$ cat config.mk
export PLATFORM = sky130hd
export DESIGN_NAME = sync_crc_frame_parser
export DESIGN_NICKNAME = d
export VERILOG_FILES = /design/src/hdl/scfp_pkg.sv /design/src/hdl/scfp_crc_serial.sv /design/src/hdl/scfp_emitter.sv /design/src/hdl/sync_crc_frame_parser.sv
export VERILOG_INCLUDE_DIRS = /design/src /design/src/hdl
export SDC_FILE = /design/constraint.sdc
export NUM_CORES = 1
export LEC_CHECK = 0
export BUFFER_PORTS_ARGS = -buffer_cell sky130_fd_sc_hd__buf_2
export CAP_MARGIN = 20
export CORE_ASPECT_RATIO = 0.5
export CORE_UTILIZATION = 49
export CTS_CLUSTER_SIZE = 30
export DETAILED_ROUTE_END_ITERATION = 10
export GPL_TIMING_DRIVEN = 0
export HOLD_SLACK_MARGIN = 0.02
export PLACE_DENSITY_LB_ADDON = 0.2
export RECOVER_POWER = 100
export SETUP_SLACK_MARGIN = 0.15
export SLEW_MARGIN = 0
export SYNTH_ARGS = -nofsm -noshare
export SYNTH_HDL_FRONTEND = slang
export SYNTH_HIERARCHICAL = 1
export SYNTH_SLANG_ARGS = --single-unit
$ cat constraint.sdc
create_clock -name clk -period 4.2 [get_ports clk]
set_input_delay 1.05 -clock clk [delete_from_list [all_inputs] [get_ports clk]]
set_output_delay 1.05 -clock clk [all_outputs]
set_load 0.03 [all_outputs]
$ cat src/hdl/sync_crc_frame_parser_macros.svh
// Assertion macros for the sync/CRC frame parser.
// Needs a clk and rst in scope at the point of use.
`ifndef SYNC_CRC_FRAME_PARSER_MACROS_SVH
`define SYNC_CRC_FRAME_PARSER_MACROS_SVH

// same-cycle implication
`define SCFP_ASSERT_NOW(lbl, ante, cons, msg) \
  lbl: assert property (@(posedge clk) disable iff (rst) (ante) |-> (cons)) else $error(msg);

// next-cycle implication
`define SCFP_ASSERT_NEXT(lbl, ante, cons, msg) \
  lbl: assert property (@(posedge clk) disable iff (rst) (ante) |=> (cons)) else $error(msg);

`endif

$ cat src/hdl/scfp_pkg.sv
// Shared types and constants for the sync/CRC frame parser.
// No dependencies.
package scfp_pkg;

  localparam int MAX_PAYLOAD = 64;
  localparam int POS_W       = 7;
  localparam int ADDR_W      = 6;

  localparam logic [31:0] CRC_POLY = 32'hEDB8_8320;
  localparam logic [31:0] CRC_INIT = 32'hFFFF_FFFF;

  localparam logic [7:0] FIRST_SYNC_RST  = 8'hA5;
  localparam logic [7:0] SECOND_SYNC_RST = 8'h5A;

  localparam logic CFG_FIRST_SYNC  = 1'b0;
  localparam logic CFG_SECOND_SYNC = 1'b1;

  typedef enum logic [2:0] {
    EV_NONE = 3'd0,
    EV_SKIP = 3'd1,
    EV_LEN  = 3'd2,
    EV_CRC  = 3'd3,
    EV_GOOD = 3'd4
  } event_t;

  typedef struct packed {
    logic       init;
    logic       start;
    logic [7:0] data;
  } crc_ctrl_t;

  typedef struct packed {
    logic              en;
    logic [ADDR_W-1:0] addr;
    logic [7:0]        data;
  } buf_wr_t;

  typedef struct packed {
    logic             start;
    logic [POS_W-1:0] count;
  } em_start_t;

  typedef struct packed {
    logic              vld;
    logic [7:0]        data;
    logic [ADDR_W-1:0] idx;
    logic              last;
  } em_out_t;

endpackage

$ cat src/hdl/scfp_crc_serial.sv
// Bit-serial reflected CRC-32: one byte folded in bit by bit.
// Depends on scfp_pkg.
module scfp_crc_serial (
  input  logic                  clk,
  input  logic                  rst,
  input  scfp_pkg::crc_ctrl_t   ctrl,
  output logic [31:0]           crc,
  output logic                  busy
);
  import scfp_pkg::*;

  logic [2:0]  cnt;
  logic [31:0] seed;

  function automatic logic [31:0] crc_bit(input logic [31:0] c);
    crc_bit = {1'b0, c[31:1]} ^ (CRC_POLY & {32{c[0]}});
  endfunction

  assign busy = (cnt != 3'd0);
  assign seed = crc ^ {24'd0, ctrl.data};

  always_ff @(posedge clk) begin
    if (rst) begin
      crc <= CRC_INIT;
      cnt <= 3'd0;
    end else if (ctrl.init) begin
      crc <= CRC_INIT;
      cnt <= 3'd0;
    end else if (ctrl.start) begin
      crc <= crc_bit(seed);
      cnt <= 3'd7;
    end else if (busy) begin
      crc <= crc_bit(crc);
      cnt <= cnt - 3'd1;
    end
  end

endmodule

$ cat src/hdl/scfp_emitter.sv
// Payload buffer and readout sequencer for good frames.
// Depends on scfp_pkg.
module scfp_emitter (
  input  logic                  clk,
  input  logic                  rst,
  input  scfp_pkg::buf_wr_t     wr,
  input  scfp_pkg::em_start_t   go,
  input  logic                  take,
  output scfp_pkg::em_out_t     out,
  output logic                  busy
);
  import scfp_pkg::*;

  typedef enum logic [2:0] {
    E_IDLE = 3'b001,
    E_READ = 3'b010,
    E_SHOW = 3'b100
  } em_state_t;

  em_state_t        state, state_next;
  logic [7:0]       mem [MAX_PAYLOAD];
  logic [7:0]       rdata;
  logic [POS_W-1:0] cnt, cnt_next;
  logic [POS_W-1:0] total;
  logic [POS_W-1:0] cnt_inc;
  logic             is_last;

  assign cnt_inc = cnt + POS_W'(1);
  assign is_last = (cnt_inc == total);

  always_ff @(posedge clk) begin
    if (wr.en) begin
      mem[wr.addr] <= wr.data;
    end
    if (state == E_READ) begin
      rdata <= mem[cnt[ADDR_W-1:0]];
    end
  end

  always_comb begin
    state_next = state;
    cnt_next   = cnt;
    unique case (state)
      E_IDLE: begin
        if (go.start) begin
          state_next = E_READ;
          cnt_next   = '0;
        end
      end
      E_READ: state_next = E_SHOW;
      E_SHOW: begin
        if (take) begin
          if (is_last) begin
            state_next = E_IDLE;
          end else begin
            state_next = E_READ;
            cnt_next   = cnt_inc;
          end
        end
      end
      default: state_next = E_IDLE;
    endcase
  end

  always_ff @(posedge clk) begin
    if (rst) begin
      state <= E_IDLE;
      cnt   <= '0;
    end else begin
      state <= state_next;
      cnt   <= cnt_next;
    end
  end

  always_ff @(posedge clk) begin
    if (state == E_IDLE && go.start) begin
      total <= go.count;
    end
  end

  assign busy     = (state != E_IDLE);
  assign out.vld  = (state == E_SHOW);
  assign out.data = rdata;
  assign out.idx  = cnt[ADDR_W-1:0];
  assign out.last = is_last;

endmodule

$ cat src/hdl/sync_crc_frame_parser.sv
// Sync/header/CRC-32 deframer: hunts the sync word, checks length and CRC,
// replays good payloads. Each accepted byte gives a registered result word in the
// cycle after, but the last CRC byte of a good non-empty frame starts a replay:
// per payload word the buffer is read, then the word shown until taken. Input
// stalls on the bit-serial CRC loop (header, payload bytes), replay and output.
// Reset (rst, sync) presets CRC, clears phase and counters, not the buffer.
module sync_crc_frame_parser (
  input  logic         clk,
  input  logic         rst,
  input  logic         cfg_we,
  input  logic         cfg_addr,
  input  logic [7:0]   cfg_data,
  input  logic         s_axis_tvalid,
  output logic         s_axis_tready,
  input  logic [7:0]   s_axis_tdata,   // rx_byte
  output logic         m_axis_tvalid,
  input  logic         m_axis_tready,
  // frame_type, frame_seq, frame_len, payload_byte, payload_index,
  // sync_skip_count, len_error_count, crc_error_count, good_frame_count, pad
  output logic [167:0] m_axis_tdata,
  output logic [3:0]   m_axis_tuser,   // event_res, payload_valid
  output logic         m_axis_tlast
);
  import scfp_pkg::*;

`include "sync_crc_frame_parser_macros.svh"

  typedef enum logic [4:0] {
    PH_SYNC0 = 5'b00001,
    PH_SYNC1 = 5'b00010,
    PH_HDR   = 5'b00100,
    PH_PAY   = 5'b01000,
    PH_CRC   = 5'b10000
  } phase_t;

  logic [7:0]       first_sync, second_sync;
  phase_t           phase, phase_next;
  logic [POS_W-1:0] pos, pos_next, pos_inc;
  logic [7:0]       hdr_type, hdr_type_next, hdr_seq, hdr_seq_next;
  logic [15:0]      hdr_len, hdr_len_next;
  logic [23:0]      rcv_crc, rcv_crc_next;
  logic [31:0]      skips, len_errs, crc_errs, goods;
  logic             inc_skip, inc_len, inc_crc, inc_good;
  logic             res_vld, res_vld_next;
  event_t           res_event, res_event_next;

  crc_ctrl_t        crc_ctrl;
  logic [31:0]      crc_val;
  logic             crc_busy;
  buf_wr_t          buf_wr;
  em_start_t        em_go;
  em_out_t          em_out;
  logic             em_busy;
  logic             em_take;

  logic             accept;
  logic             out_fire;
  logic [7:0]       b;
  logic [6:0]       frame_len;
  logic [7:0]       pay_byte;
  logic [5:0]       pay_idx;

  assign b        = s_axis_tdata;
  assign out_fire = m_axis_tvalid & m_axis_tready;
  assign s_axis_tready = !crc_busy && !em_busy && (!res_vld || m_axis_tready);
  assign accept   = s_axis_tvalid & s_axis_tready;
  assign pos_inc  = pos + POS_W'(1);
  assign em_take  = out_fire && !res_vld;

  always_ff @(posedge clk) begin
    if (rst) begin
      first_sync  <= FIRST_SYNC_RST;
      second_sync <= SECOND_SYNC_RST;
    end else if (cfg_we) begin
      unique case (cfg_addr)
        CFG_FIRST_SYNC:  first_sync  <= cfg_data;
        CFG_SECOND_SYNC: second_sync <= cfg_data;
      endcase
    end
  end

  always_comb begin
    phase_next     = phase;
    pos_next       = pos;
    hdr_type_next  = hdr_type;
    hdr_seq_next   = hdr_seq;
    hdr_len_next   = hdr_len;
    rcv_crc_next   = rcv_crc;
    inc_skip       = 1'b0;
    inc_len        = 1'b0;
    inc_crc        = 1'b0;
    inc_good       = 1'b0;
    res_event_next = EV_NONE;
    crc_ctrl       = '0;
    crc_ctrl.data  = b;
    buf_wr.en      = 1'b0;
    buf_wr.addr    = pos[ADDR_W-1:0];
    buf_wr.data    = b;
    em_go.start    = 1'b0;
    em_go.count    = hdr_len[POS_W-1:0];
    unique case (phase)
      PH_SYNC0: begin
        if (b == first_sync) begin
          phase_next = PH_SYNC1;
        end else begin
          inc_skip       = 1'b1;
          res_event_next = EV_SKIP;
        end
      end
      PH_SYNC1: begin
        if (b == second_sync) begin
          phase_next    = PH_HDR;
          pos_next      = '0;
          crc_ctrl.init = 1'b1;
        end else if (b != first_sync) begin
          phase_next     = PH_SYNC0;
          inc_skip       = 1'b1;
          res_event_next = EV_SKIP;
        end
      end
      PH_HDR: begin
        crc_ctrl.start = 1'b1;
        case (pos[1:0])
          2'd0:    hdr_type_next = b;
          2'd1:    hdr_seq_next  = b;
          2'd2:    hdr_len_next  = {hdr_len[15:8], b};
          default: hdr_len_next  = {b, hdr_len[7:0]};
        endcase
        pos_next = pos_inc;
        if (pos[1:0] == 2'd3) begin
          pos_next = '0;
          if (hdr_len_next > 16'(MAX_PAYLOAD)) begin
            inc_len        = 1'b1;
            res_event_next = EV_LEN;
            phase_next     = PH_SYNC0;
          end else begin
            phase_next   = (hdr_len_next == 16'd0) ? PH_CRC : PH_PAY;
            rcv_crc_next = '0;
          end
        end
      end
      PH_PAY: begin
        crc_ctrl.start = 1'b1;
        buf_wr.en      = 1'b1;
        pos_next       = pos_inc;
        if (16'(pos_inc) >= hdr_len) begin
          pos_next     = '0;
          rcv_crc_next = '0;
          phase_next   = PH_CRC;
        end
      end
      PH_CRC: begin
        case (pos[1:0])
          2'd0:    rcv_crc_next[7:0]   = b;
          2'd1:    rcv_crc_next[15:8]  = b;
          default: rcv_crc_next[23:16] = b;
        endcase
        pos_next = pos_inc;
        if (pos[1:0] == 2'd3) begin
          pos_next   = '0;
          phase_next = PH_SYNC0;
          if ((crc_val ^ CRC_INIT) != {b, rcv_crc}) begin
            inc_crc        = 1'b1;
            res_event_next = EV_CRC;
          end else begin
            inc_good       = 1'b1;
            res_event_next = EV_GOOD;
            em_go.start    = (hdr_len != 16'd0);
          end
        end
      end
      default: begin
        phase_next = PH_SYNC0;
        pos_next   = '0;
      end
    endcase
    if (!accept) begin
      crc_ctrl.init  = 1'b0;
      crc_ctrl.start = 1'b0;
      buf_wr.en      = 1'b0;
      em_go.start    = 1'b0;
    end
  end

  always_comb begin
    res_vld_next = res_vld && !m_axis_tready;
    if (accept) begin
      res_vld_next = !em_go.start;
    end
  end

  always_ff @(posedge clk) begin
    if (rst) begin
      phase    <= PH_SYNC0;
      pos      <= '0;
      hdr_type <= '0;
      hdr_seq  <= '0;
      hdr_len  <= '0;
      rcv_crc  <= '0;
      skips    <= '0;
      len_errs <= '0;
      crc_errs <= '0;
      goods    <= '0;
      res_vld  <= 1'b0;
    end else begin
      res_vld <= res_vld_next;
      if (accept) begin
        phase    <= phase_next;
        pos      <= pos_next;
        hdr_type <= hdr_type_next;
        hdr_seq  <= hdr_seq_next;
        hdr_len  <= hdr_len_next;
        rcv_crc  <= rcv_crc_next;
        if (inc_skip) skips    <= skips + 32'd1;
        if (inc_len)  len_errs <= len_errs + 32'd1;
        if (inc_crc)  crc_errs <= crc_errs + 32'd1;
        if (inc_good) goods    <= goods + 32'd1;
      end
    end
  end

  always_ff @(posedge clk) begin
    if (accept) begin
      res_event <= res_event_next;
    end
  end

  scfp_crc_serial u_crc (
    .clk  (clk),
    .rst  (rst),
    .ctrl (crc_ctrl),
    .crc  (crc_val),
    .busy (crc_busy)
  );

  scfp_emitter u_emit (
    .clk  (clk),
    .rst  (rst),
    .wr   (buf_wr),
    .go   (em_go),
    .take (em_take),
    .out  (em_out),
    .busy (em_busy)
  );

  assign frame_len = (hdr_len > 16'd127) ? 7'd127 : hdr_len[6:0];
  assign pay_byte  = res_vld ? 8'd0 : em_out.data;
  assign pay_idx   = res_vld ? 6'd0 : em_out.idx;

  assign m_axis_tvalid = res_vld || em_out.vld;
  assign m_axis_tlast  = res_vld ? 1'b1 : em_out.last;
  assign m_axis_tuser  = {!res_vld, res_vld ? res_event : EV_GOOD};
  assign m_axis_tdata  = {3'd0, goods, crc_errs, len_errs, skips,
                          pay_idx, pay_byte, frame_len, hdr_seq, hdr_type};

  `SCFP_ASSERT_NOW(a_one_source, res_vld, !em_out.vld, "result and payload both shown")
  `SCFP_ASSERT_NEXT(a_crc_runs, crc_ctrl.start, crc_busy, "CRC loop not started")
  `SCFP_ASSERT_NEXT(a_emit_clear, em_go.start, !res_vld && em_busy, "payload replay start clash")

endmodule

# ---- Word-level counts from Yosys, hierarchy flattened
# Memory sizes are Yosys's and may differ from the RTL's. A register that Yosys moved wholly into a read port is not among the register bits.
# Index checks and enable logic that the tools add are counted.
dict set report classes {
  mul 0
  bitwise_logic 8
  shifts 0
  div 0
  n_reduce_logical 39
  muxes 73
  eq_ne 30
  add_sub_neg 7
  n_lt_le_gt_ge 3
}
# operator n
set op_table {}
lappend op_table {{32-bit by 1-bit adder with 32-bit output, second input constant} 4}
lappend op_table {{24-bit 2-to-1 mux} 3}
lappend op_table {{24-bit case mux with 3 select lines} 1}
lappend op_table {{32-bit 2-to-1 mux} 2}
lappend op_table {{31-bit by 32-bit bitwise XOR with 32-bit output} 2}
lappend op_table {{7-bit 2-to-1 mux} 7}
lappend op_table {{5-bit 2-to-1 mux} 8}
lappend op_table {{16-bit by 7-bit greater-than comparator with 1-bit output, second input constant} 2}
lappend op_table {{8-bit 2-to-1 mux} 4}
lappend op_table {{32-bit inequality test} 1}
lappend op_table {{32-bit inverter} 1}
lappend op_table {{16-bit case mux with 2 select lines} 1}
lappend op_table {{32-bit by 8-bit bitwise XOR with 32-bit output} 1}
lappend op_table {{7-bit case mux with 4 select lines} 1}
lappend op_table {{1-bit 2-to-1 mux} 27}
lappend op_table {{5-bit case mux with 5 select lines} 1}
lappend op_table {{3-bit 2-to-1 mux} 8}
lappend op_table {{6-bit AND reduction} 4}
lappend op_table {{2-bit inequality test, second input constant} 9}
lappend op_table {{8-bit equality test} 2}
lappend op_table {{7-bit by 16-bit >= comparator with 1-bit output} 1}
lappend op_table {{16-bit zero test} 1}
lappend op_table {{16-bit 2-to-1 mux} 1}
lappend op_table {{2-bit AND reduction} 8}
lappend op_table {{other kinds (35)} 60}
dict set report totals {
  mem_bits_rw 512
  latch_bits 0
  memories 1
  input_bits 22
  wordCells 182
  regBits 268
  romBits 0
}
# name depth width read_ports rd_ports_with_merged_regs wr line_no
set memory_table {}
lappend memory_table {u_emit.mem 64 8 1 1 1 scfp_emitter.sv:21} ;# logic [7:0] mem [MAX_PAYLOAD];

# ---- Depth between registers and ports, before layout
# Gate-level depths: netlist of run 1.
dict set report logic_depth {
  word_depth 9
  depth_mapped 16
}

# ---- By module
# The synthesis of run 1 kept the hierarchy.
# module instances area_each_um2 cells_per_inst
set modules_own_cells {}
lappend modules_own_cells {scfp_emitter 1 21005.1 989}
lappend modules_own_cells {sync_crc_frame_parser 1 11302.1 1359}
lappend modules_own_cells {scfp_crc_serial 1 1754.2 196}

# ---- Least setup slack after synthesis of run 1
# Ideal clock, no wire load.
dict set report synth_path {
  path_type {input to register}
  start {in s_axis_tdata[1]}
  end {reg u_emit.cnt[2]}
  t_required_ns 4.063
  slack_ns 0.330
  t_arrival_ns 3.733
  path_stages 13
  path_buffers 2
  setup_time_ns 0.137
  cell_sequence {buf_6 -> xnor2_1 -> or4_1 -> or4_1 -> buf_2 -> nor4_2 -> nor2b_1 -> nor4b_1 -> a211o_1 -> nand2b_1 -> o31ai_2 -> a31oi_1 -> mux2i_1}
}
# element line_no
set synth_lines {}
lappend synth_lines {{from (decl)} sync_crc_frame_parser.sv:15} ;# input logic [7:0] s_axis_tdata,
lappend synth_lines {{to (signal assigned)} scfp_emitter.sv:71} ;# cnt <= cnt_next;
lappend synth_lines {{to (decl)} scfp_emitter.sv:23} ;# logic [POS_W-1:0] cnt, cnt_next;

# ---- Final worst setup path of run 1
dict set report layout_path {
  start {reg u_emit.cnt[5]}
  end {out m_axis_tlast}
}
dict set report layout_between {
  elab_chain_cells 3
}
# element line_no
set layout_lines {}
lappend layout_lines {{7-bit by 1-bit adder with 7-bit output} scfp_emitter.sv:28} ;# assign cnt_inc = cnt + POS_W'(1);
lappend layout_lines {{7-bit equality test} scfp_emitter.sv:29} ;# assign is_last = (cnt_inc == total);
lappend layout_lines {{via u_emit.is_last} scfp_emitter.sv:26} ;# logic is_last;
lappend layout_lines {{1-bit 2-to-1 mux} sync_crc_frame_parser.sv:251} ;# assign m_axis_tlast = res_vld ? 1'b1 : em_out.last;
lappend layout_lines {{to (decl)} sync_crc_frame_parser.sv:22} ;# output logic m_axis_tlast
# The timed path passes the listed nets, and every way through them passes these cells.

==> results of run 1 <==
==> routing by layer <==
metal	up-vias	global-route usage (%)	share of wire, %	wire length [um]
met4	2	7.125	2.8	2560
met1	11710	35.79	42	38590
met3	152	5.413	8.2	7568
met2	970	41.26	47	43390
li1	10380	-	-	-
met5	-	0	0.0087	8
==> stage by stage <==
step           power [mW]  area (sq um)
3_5_place_dp        10.14         36310
6_report            16.51         39140
2_1_floorplan       9.640         34070
5_1_grt             17.05         39130
4_1_cts             16.61         39380
3_3_place_gp        10.10         36160
==> area by class of cell <==
type / instances / share of cell area (%)
Clock inverter: 36 / 1.042
Inverter: 52 / 0.4987
Antenna cell: 2 / 0.01279
Tap cell: 897 / 2.868
Buffer: 162 / 2.152
Multi-Input combinational cell: 1544 / 31.56
Sequential cell: 788 / 53.89
Timing Repair Buffer: 231 / 3.200
Clock buffer: 90 / 4.773
==> cells by family (layout without fill, tap and decap cells) <==
logic type               after synthesis  in the layout  share of synthesized area, %
other                                  1              5                       0.01101
XOR/XNOR                              97             97                         2.494
buffers and inverters                214            571                         2.898
adder cells (fa/ha/maj)               19             19                        0.6979
AND/OR/NAND/NOR                      863            863                         13.08
flip-flops                           788            788                         61.89
AO/OA/AOI/OAI                        334            334                         6.763
multiplexers                         228            228                         12.17
==> power by group through the flow <==
stage	Sequential (mW)	Combinational, mW	Clock, mW
2_1_floorplan	8.68	0.961	0
3_3_place_gp	8.72	1.39	0
3_5_place_dp	8.72	1.43	0
4_1_cts	8.55	1.45	6.61
5_1_grt	8.56	1.56	6.93
6_report	8.55	1.44	6.52
==> flip-flops by register name, summed over array words and instances (netlist names), 7 cells and up <==
name	cells
crc_errs	32
first_sync	8
goods	32
hdr_len	16
hdr_seq	8
hdr_type	8
len_errs	32
pos	7
rcv_crc	24
second_sync	8
skips	32
u_crc/crc	32
u_emit/cnt	7
u_emit/mem	512
u_emit/rdata	8
u_emit/total	7
==> cells in the final DEF, fill, tap and decap left out, types with 14 or more instances in the layout <==
cell type                   netlist  routed
sky130_fd_sc_hd__nand4b_1        16      16
sky130_fd_sc_hd__nand3_1         99      93
sky130_fd_sc_hd__nor2_2           0      29
sky130_fd_sc_hd__xnor2_1         57      56
sky130_fd_sc_hd__a21oi_1         81      81
sky130_fd_sc_hd__inv_1           51      52
sky130_fd_sc_hd__or4_1           34      33
sky130_fd_sc_hd__clkbuf_1        89     287
sky130_fd_sc_hd__buf_12           0      14
sky130_fd_sc_hd__mux2i_1         54      54
sky130_fd_sc_hd__nor4_1          41      43
sky130_fd_sc_hd__or3_1           31      31
sky130_fd_sc_hd__nand4_1         50      50
sky130_fd_sc_hd__nor3_1          29      29
sky130_fd_sc_hd__buf_2           39      38
sky130_fd_sc_hd__a211oi_1        18      17
sky130_fd_sc_hd__o21ai_0         53      55
sky130_fd_sc_hd__clkbuf_16        0      71
sky130_fd_sc_hd__or2_2           17      17
sky130_fd_sc_hd__nor2_4           0      28
sky130_fd_sc_hd__and3_1          14      14
sky130_fd_sc_hd__mux2_2          20      20
sky130_fd_sc_hd__nor2_1         216     159
sky130_fd_sc_hd__ha_1            19      19
sky130_fd_sc_hd__dfxtp_1        258     251
sky130_fd_sc_hd__nand2_1        190     187
sky130_fd_sc_hd__nor2b_1         53      52
sky130_fd_sc_hd__mux4_2         146     146
sky130_fd_sc_hd__o211ai_1        12      17
sky130_fd_sc_hd__and4_1          17      16
sky130_fd_sc_hd__buf_4           19      28
sky130_fd_sc_hd__xor2_1          40      40
sky130_fd_sc_hd__o31ai_1         32      32
sky130_fd_sc_hd__edfxtp_1       530     530
sky130_fd_sc_hd__a22oi_1         23      23
==> worst register-to-register path: stages (launching register included) <==
cell                       delay [ns]
sky130_fd_sc_hd__dfxtp_1         0.30
sky130_fd_sc_hd__inv_1           0.11
sky130_fd_sc_hd__ha_1            0.24
sky130_fd_sc_hd__nor2b_1         0.15
sky130_fd_sc_hd__buf_2           0.21
sky130_fd_sc_hd__inv_1           0.13
sky130_fd_sc_hd__nor2_1          0.30
sky130_fd_sc_hd__nand3_4         0.25
sky130_fd_sc_hd__buf_2           0.30
sky130_fd_sc_hd__clkbuf_2        0.28
sky130_fd_sc_hd__nor2_4          0.30
sky130_fd_sc_hd__nand4_1         0.17
sky130_fd_sc_hd__buf_4           0.25
sky130_fd_sc_hd__nor2_1          0.67
==> worst paths after layout <==
| path | startpoint | to | cells past startpoint |
|---|---|---|---|
| worst max-delay path | u_emit/cnt[5]$_SDFFE_PP0P_ | m_axis_tlast | 10 |
| worst max register to register | u_crc/cnt[0]$_SDFFE_PP0P_ | u_emit/mem[47][6]$_DFFE_PP_ | 13 |
| worst min register to register | first_sync[3]$_SDFFE_PP0P_ | first_sync[3]$_SDFFE_PP0P_ | 2 |
| worst min-delay path | first_sync[3]$_SDFFE_PP0P_ | first_sync[3]$_SDFFE_PP0P_ | 2 |
==> what timing repair did <==
item,4_1_cts,5_1_grt
endpoints found under the setup margin,645,514
hold buffers,0,0
buffers inserted,18,9
resized for setup,164,49
cloned,0,1
pin swaps,10,8
==> impl_summary.md, run 1 <==
Yosys
Of all cell types, the one taking the most synthesized area is sky130_fd_sc_hd__edfxtp_1. Among all flip-flop cells after synthesis, the most frequent one is sky130_fd_sc_hd__edfxtp_1. After synthesis, the cell types taking the most area are sky130_fd_sc_hd__edfxtp_1 (47%), sky130_fd_sc_hd__dfxtp_1 (15%), sky130_fd_sc_hd__mux4_2 (9.7%). The share of synthesized area in the top cell type comes to 46.73%.

The number of warnings reported in the yosys synthesis log is 6. In the synthesized netlist, the cells that appear most often are sky130_fd_sc_hd__edfxtp_1 (530), sky130_fd_sc_hd__dfxtp_1 (258), sky130_fd_sc_hd__nor2_1 (216), sky130_fd_sc_hd__nand2_1 (190), sky130_fd_sc_hd__mux4_2 (146). Synthesis produced 2544 cells. The synthesized area per cell is 13.39 sq um. The share of the Yosys chip area taken by registers is 61.89%. The leading cell type by number of instances after synthesis is sky130_fd_sc_hd__edfxtp_1. In this run, distinct cell masters in the synthesized netlist total 80. The synthesis-stage register bit count is between 700 and 800.

After synthesis, the share of flip-flops with an asynchronous set or reset is 0%. Counting flops with a built-in enable in the synthesized netlist gives 530. After synthesis the cells add up to approximately 34000 sq um.

Power and ir drop
The fraction of power consumed by sequential logic is around half. IR analysis of the VDD net gives a maximum drop of 0.3065 mV. Summed over all cells, the static leakage comes to 12.79 nW. The share of total power in combinational logic is 8.7%.

Cell internal power was estimated by the tool at about 12 mW. The portion of total power attributed to the clock network is 39.5%. The total power density per cell area is between 400 and 500 nW/um^2. Net switching is roughly a quarter of the power.

In this run the power spent charging and discharging nets is 4.054 mW.

Timing
Setup slack on the critical path of the routed design comes to 0.1205 ns. For the final routed database, the setup TNS stands at 0 ns. The relative slew slack is -64.44%. The slew at the pin closest to its max-slew limit is 2.467 ns.

Counting I/O delays and the setup requirement, the final critical path takes 4.080 ns. The number of max-slew violations in the final report is 49. Derived from the worst setup path, the maximum achievable clock frequency is 0.2451 GHz. The hold violation count in the final report was 0. The number of failing setup endpoints in the final timing report is 0.

The part of the cycle the worst path needs is roughly 97%. The worst hold slack after final layout is 0.4718 ns. Setup repair after global routing left no endpoint under its margin. Across the routed clock network, the largest skew measured is 0.02341 ns.

Placed design
The number of port buffers is slightly below 200. The cell total after placement is 3645. OpenSTA, run right after detailed placement, puts the worst setup slack at -1.400 ns.

After legalization and detailed placement, the total HPWL measured ~62000 um. At the end of routability-driven placement, the weighted congestion stood at 0.9018.

CTS
For the worst-skew pair, the clock arrives at the later sink with an insertion delay of 0.64 ns. The clock transition time at the flip-flop clock pins of the worst setup and hold paths is 0.07 ns. For this design, the sink count on the clock tree is 788.

TritonCTS built the clock tree. The clock buffer count from CTS is 71. No sink is reached through more buffers than the 3 on the longest clock path. The H-tree was split into 3 levels. The root buffer cell chosen for the clock tree is sky130_fd_sc_hd__clkbuf_16.

Routing
The first TritonRoute pass finished after 6 iterations. The detail route stage leaves a number of antenna-violating nets equal to 0. After the first detailed-routing iteration, the DRC count stood at 2295. Summing over every cut layer, the via total after detailed routing is 23210. In the routed layout, each cell is associated on average with a via count of 6.105. After detailed routing, the number of remaining DRC violations is 0.

Dividing the detail-routed wire length by the instance count gives between 20 and 25 um. The final layout contains routed wiring with a total length of between 90000 and 100000 um.

Cells and area
The final-layout fill cell count is 5490. The final layout net count is around 2900. The area used by sequential logic in the layout is 21090 sq um. Relative to the synthesized area, the layout overhead comes to 14.90%. The post-route netlist has 17.57% of its cells at a drive strength greater than 1.

The multi-input logic area is 12350 sq um. For this run, the number of standard cells in the final layout without fillers is between 3000 and 4000. The final core area utilization is 57.71%.

Worst setup path
Counting stages on the worst path, the most repeated cell is sky130_fd_sc_hd__buf_6. STA classifies the critical path endpoint as an output port. The data required time at the worst endpoint is 3.15 ns.

The critical setup path kind is reg2out. Of all nets on the critical path, the largest fanout is 10. For the worst setup path, the data arrival time is 3.03 ns. The cell family contributing the most delay on the critical path is simple AND/OR/NAND/NOR gates. The critical path goes through buf_6 > and4_4 > a21oi_1 > or4b_4 > or3_1 > buf_6 > inv_1 > buf_4 > or2_2 > clkbuf_2. The highest-delay cell along the critical path is sky130_fd_sc_hd__or4b_4.

Counting both buffers and inverters, the worst setup path holds a total of 5. The largest single stage delay on the critical path is approximately 0.50 ns. The sort of element at the start of the critical path is a flip-flop.

For flop-to-flop paths, the worst setup slack is 0.16 ns.

Die
The floorplan step defined a die boundary enclosing between 70000 and 80000 sq um. The starting density of the core is 50.22%. After floorplanning, the core was sized to cover 67820 sq um. between 150 and 200 I/O pins were placed. The initialized floorplan defines 67 standard-cell rows.

From bottom edge to top edge, the die measures 188.4 um. Measured along the x axis, the die boundary spans roughly 370 um.

Global route
The initial antenna violation count is 3. The via count of the first global-routing pass is roughly 22000. The global router's overall resource usage is 25.77%. The first-pass GRT wire length is 137400 um.

Entering global routing, the biggest net connects 68 pins. The remaining global-route overflow is 0.

Outcome
The checks that failed: capacitance limit, slew limit. The flow ran to the end, but the final reports show violations.

Hold path
The path class of the tightest hold or removal check is reg2reg.

Flow run
Max-cap violations in this run came to 1.
(Power assumes the default switching activity.)
==> run 2: changes to the inputs <==
- BUFFER_PORTS_ARGS: -buffer_cell sky130_fd_sc_hd__buf_2 -> -buffer_cell sky130_fd_sc_hd__buf_4
- CORE_MARGIN: not set -> 4
==> impl_summary.md, run 2 (synthesized netlist as in run 1, its figures left out) <==
Outcome
The run finished, with violations left. The checks that failed: capacitance limit, slew limit.

Routing
The final wirelength came to 93940 um (+2.0%). The first-pass iteration count of the detailed router is 6 (unchanged). The number of remaining DRC errors is 0 (unchanged). The post-detailed-route wirelength per cell is 24.59 um (+1.5%).

The number of violations reported at the end of detailed-routing iteration 0 is 2423 (+5.6%). The routed via count divided by cell count is 6.078 (-0.45%). The number of routed nets with antenna violations was 0 (unchanged). The number of vias after detailed routing came to 23220 (+0.043%).

Cells and area
The ratio of cells with drive above 1 in the final layout is 18.34% (+0.78 points). Compared with the post-synthesis result, the final layout area differs by 15.77%. The library cell used most frequently in the layout, excluding fill and tap cells, is sky130_fd_sc_hd__edfxtp_1. The final core area utilization came to 57.22% (-0.49 points). The number of flip-flops in the largest register is 512 (unchanged). The final layout net count was 2895 (+0.14%).

The final-layout fill cell count is 5676 (+3.4%). u_emit/mem holds more flip-flops than any other register. The non-filler instance count after layout is 3821 (+0.50%).

The multi-input logic area is 12410 sq um (+0.47%). The area used by sequential logic in the layout is 21090 sq um (about the same). Leaving out fill and tap cells, the most frequent cells in the layout are sky130_fd_sc_hd__edfxtp_1 (530), sky130_fd_sc_hd__clkbuf_1 (278), sky130_fd_sc_hd__dfxtp_1 (253), sky130_fd_sc_hd__nand2_1 (187), sky130_fd_sc_hd__nor2_1 (151). The number of antenna diodes came to 0 (-2).

Power and ir drop
The worst supply voltage drop on vdd came to 0.3836 mV (+25%). The leakage dissipation is 12.93 nW (+1.0%). The total power density per cell area was 425.6 nW/um^2 (+0.91%).

Timing
The minimum period implied by the final worst setup slack is 4.081 ns (+0.001138 ns). The maximum clock frequency is 0.2451 GHz (about the same). The post-route setup TNS is 0 ns (unchanged). The slew at the pin closest to its max-slew limit is 2.081 ns (-0.3852 ns). The part of the cycle the worst path needs is 97.16% (about the same). The hold violation count in the final report is 0 (unchanged). The worst setup skew after layout was 0.02394 ns (+0.0005339 ns). Setup repair after global routing could not meet its margin everywhere.

The relative slew slack was -38.76% (+26 points). The number of max-slew violations in the final report is 34 (-31%). The number of failing setup endpoints in the final timing report is 0 (unchanged).

CTS
The clock buffer count from CTS is 71 (unchanged). The deepest clock path buffer count was 3 (unchanged). The clock latency of the later-clocked register in the worst-skew pair is 0.63 ns (about the same). The number of sinks handled by clock tree synthesis is 788 (unchanged). The clock tree root driver cell is sky130_fd_sc_hd__clkbuf_16. TritonCTS built the clock tree. The clock transition time at the flip-flop clock pins of the worst setup and hold paths was 0.07 ns (about the same). The depth of the CTS H-tree is 3 (unchanged).

Worst setup path
The critical path in this run is classified as reg2out. The data required time at the worst endpoint was 3.15 ns (about the same). STA classifies the critical path startpoint as a flip-flop. The worst reg2reg path endpoint is rcv_crc[14]$_SDFFE_PP0P_. The register-to-register setup slack is 0.25 ns (+0.09 ns). The reg-to-reg startpoint is pos[1]$_SDFFE_PP0P_. The logic depth of the worst register-to-register path is 13 (unchanged). The endpoint kind of the worst setup timing path is an output port. The worst-path maximum fanout was 10 (unchanged). The arrival time of the worst setup path is 3.03 ns (about the same).

Placed design
The number of port buffers came to 193 (unchanged). The placer congestion estimate is 0.8732 (-3.2%). The cell total after placement is 3650 (+0.14%). The HPWL after detailed placement came to 61440 um (-1.7%).

Die
The number of top-level design ports is 197 (unchanged). The number of placement rows is 68 (+1.5%). The die extent in x is 380.9 um (+1.6%). The core box area is 68920 sq um (+1.6%). The die extent in y is 194.4 um (+3.2%). The floorplan die area was 74050 sq um (+4.8%). The starting density of the core came to 49.42% (-0.80 points).

Global route
The global router's overall resource usage is 24.83% (-0.94 points). The largest net degree at the start of global routing was 70 (+2.9%). The remaining global-route overflow is 0 (unchanged). The via count of the first global-routing pass is 22350 (+1.5%). The first-pass GRT wire length is 141000 um (+2.6%). The initial antenna violation count is 0 (-3).

Flow run
The max-capacitance violation count is 1 (unchanged).

Hold path
The worst hold path belongs to the class reg2reg. The worst hold path stage count was 2 (unchanged). The startpoint identified for the worst hold timing path is pos[6]$_SDFFE_PP0P_. The endpoint with the worst hold slack is pos[6]$_SDFFE_PP0P_.
-- run 2: area by class of cell --
class | instances | share of cell area (%)
tap | 910 | 2.888
multi-input combinational | 1544 | 31.47
timing repair buffer | 235 | 3.490
inverter | 52 | 0.4950
sequential | 788 | 53.48
buffer | 162 | 2.082
clock buffer | 94 | 5.064
clock inverter | 36 | 1.034
-- run 2: worst max path at each step --
stage | end | start | cells after the start | slack [ns]
detailed placement | u_emit/mem[6][6]$_DFFE_PP_ | m_axis_tready | 9 | -1.03
global route | m_axis_tlast | u_emit/cnt[0]$_SDFFE_PP0P_ | 12 | 0.02
CTS | m_axis_tlast | u_emit/cnt[2]$_SDFFE_PP0P_ | 10 | 0.15
global placement | u_emit/mem[6][3]$_DFFE_PP_ | m_axis_tready | 9 | -0.97
finish | m_axis_tlast | u_emit/cnt[0]$_SDFFE_PP0P_ | 12 | 0.12
floorplan | u_emit/cnt[2]$_SDFFE_PP0P_ | s_axis_tdata[1] | 13 | 0.33
-- run 2: critical path, stage by stage, from the launching register on --
cell and delay [ns]:
sky130_fd_sc_hd__dfxtp_1 0.37, sky130_fd_sc_hd__buf_6 0.13, sky130_fd_sc_hd__clkbuf_2 0.25, sky130_fd_sc_hd__buf_6 0.27, sky130_fd_sc_hd__xnor2_1 0.12, sky130_fd_sc_hd__a211oi_1 0.30, sky130_fd_sc_hd__nand2_1 0.09, sky130_fd_sc_hd__or3_4 0.33
sky130_fd_sc_hd__buf_6 0.15, sky130_fd_sc_hd__inv_1 0.05, sky130_fd_sc_hd__buf_4 0.09, sky130_fd_sc_hd__or2_2 0.11, sky130_fd_sc_hd__buf_4 0.16
-- run 2: routing by layer --
layer | GRT usage [%] | up-vias | wire length [um]
li1 | - | 10400 | -
met1 | 35.21 | 11730 | 39410
met2 | 39.20 | 960 | 43810
met3 | 5.653 | 141 | 8287
met4 | 6.127 | 0 | 2430
met5 | 0 | - | 0
-- run 2: power breakdown --
part,total (mW),switching [mW],leakage (nW),internal [mW]
sequential,8.55,0.143,6.87,8.40
clock,6.78,2.92,1.19,3.86
combinational,1.45,0.969,4.87,0.482
total,16.8,4.03,12.9,12.7
-- run 2: what timing repair did --
| action | in CTS | in global routing |
|---|---|---|
| resized for setup | 164 | 23 |
| setup endpoints to repair | 593 | 547 |
| buffers inserted | 19 | 19 |
| hold buffers | 0 | 0 |
| pin swaps | 9 | 23 |
| gates cloned | 0 | 1 |
-- run 2: through the flow --
| stage | cell area, sq um | hold slack, ns | setup slack [ns] | total power [mW] |
|---|---|---|---|---|
| floorplan | 34070 | 0.4436 | 0.3298 | 9.640 |
| global placement | 36660 | 0.4552 | -0.9736 | 10.13 |
| detailed placement | 36670 | 0.4609 | -1.032 | 10.16 |
| CTS | 39890 | 0.4700 | 0.1532 | 16.91 |
| global route | 39430 | 0.4936 | 0.01660 | 17.40 |
| finish | 39430 | 0.4713 | 0.1193 | 16.78 |
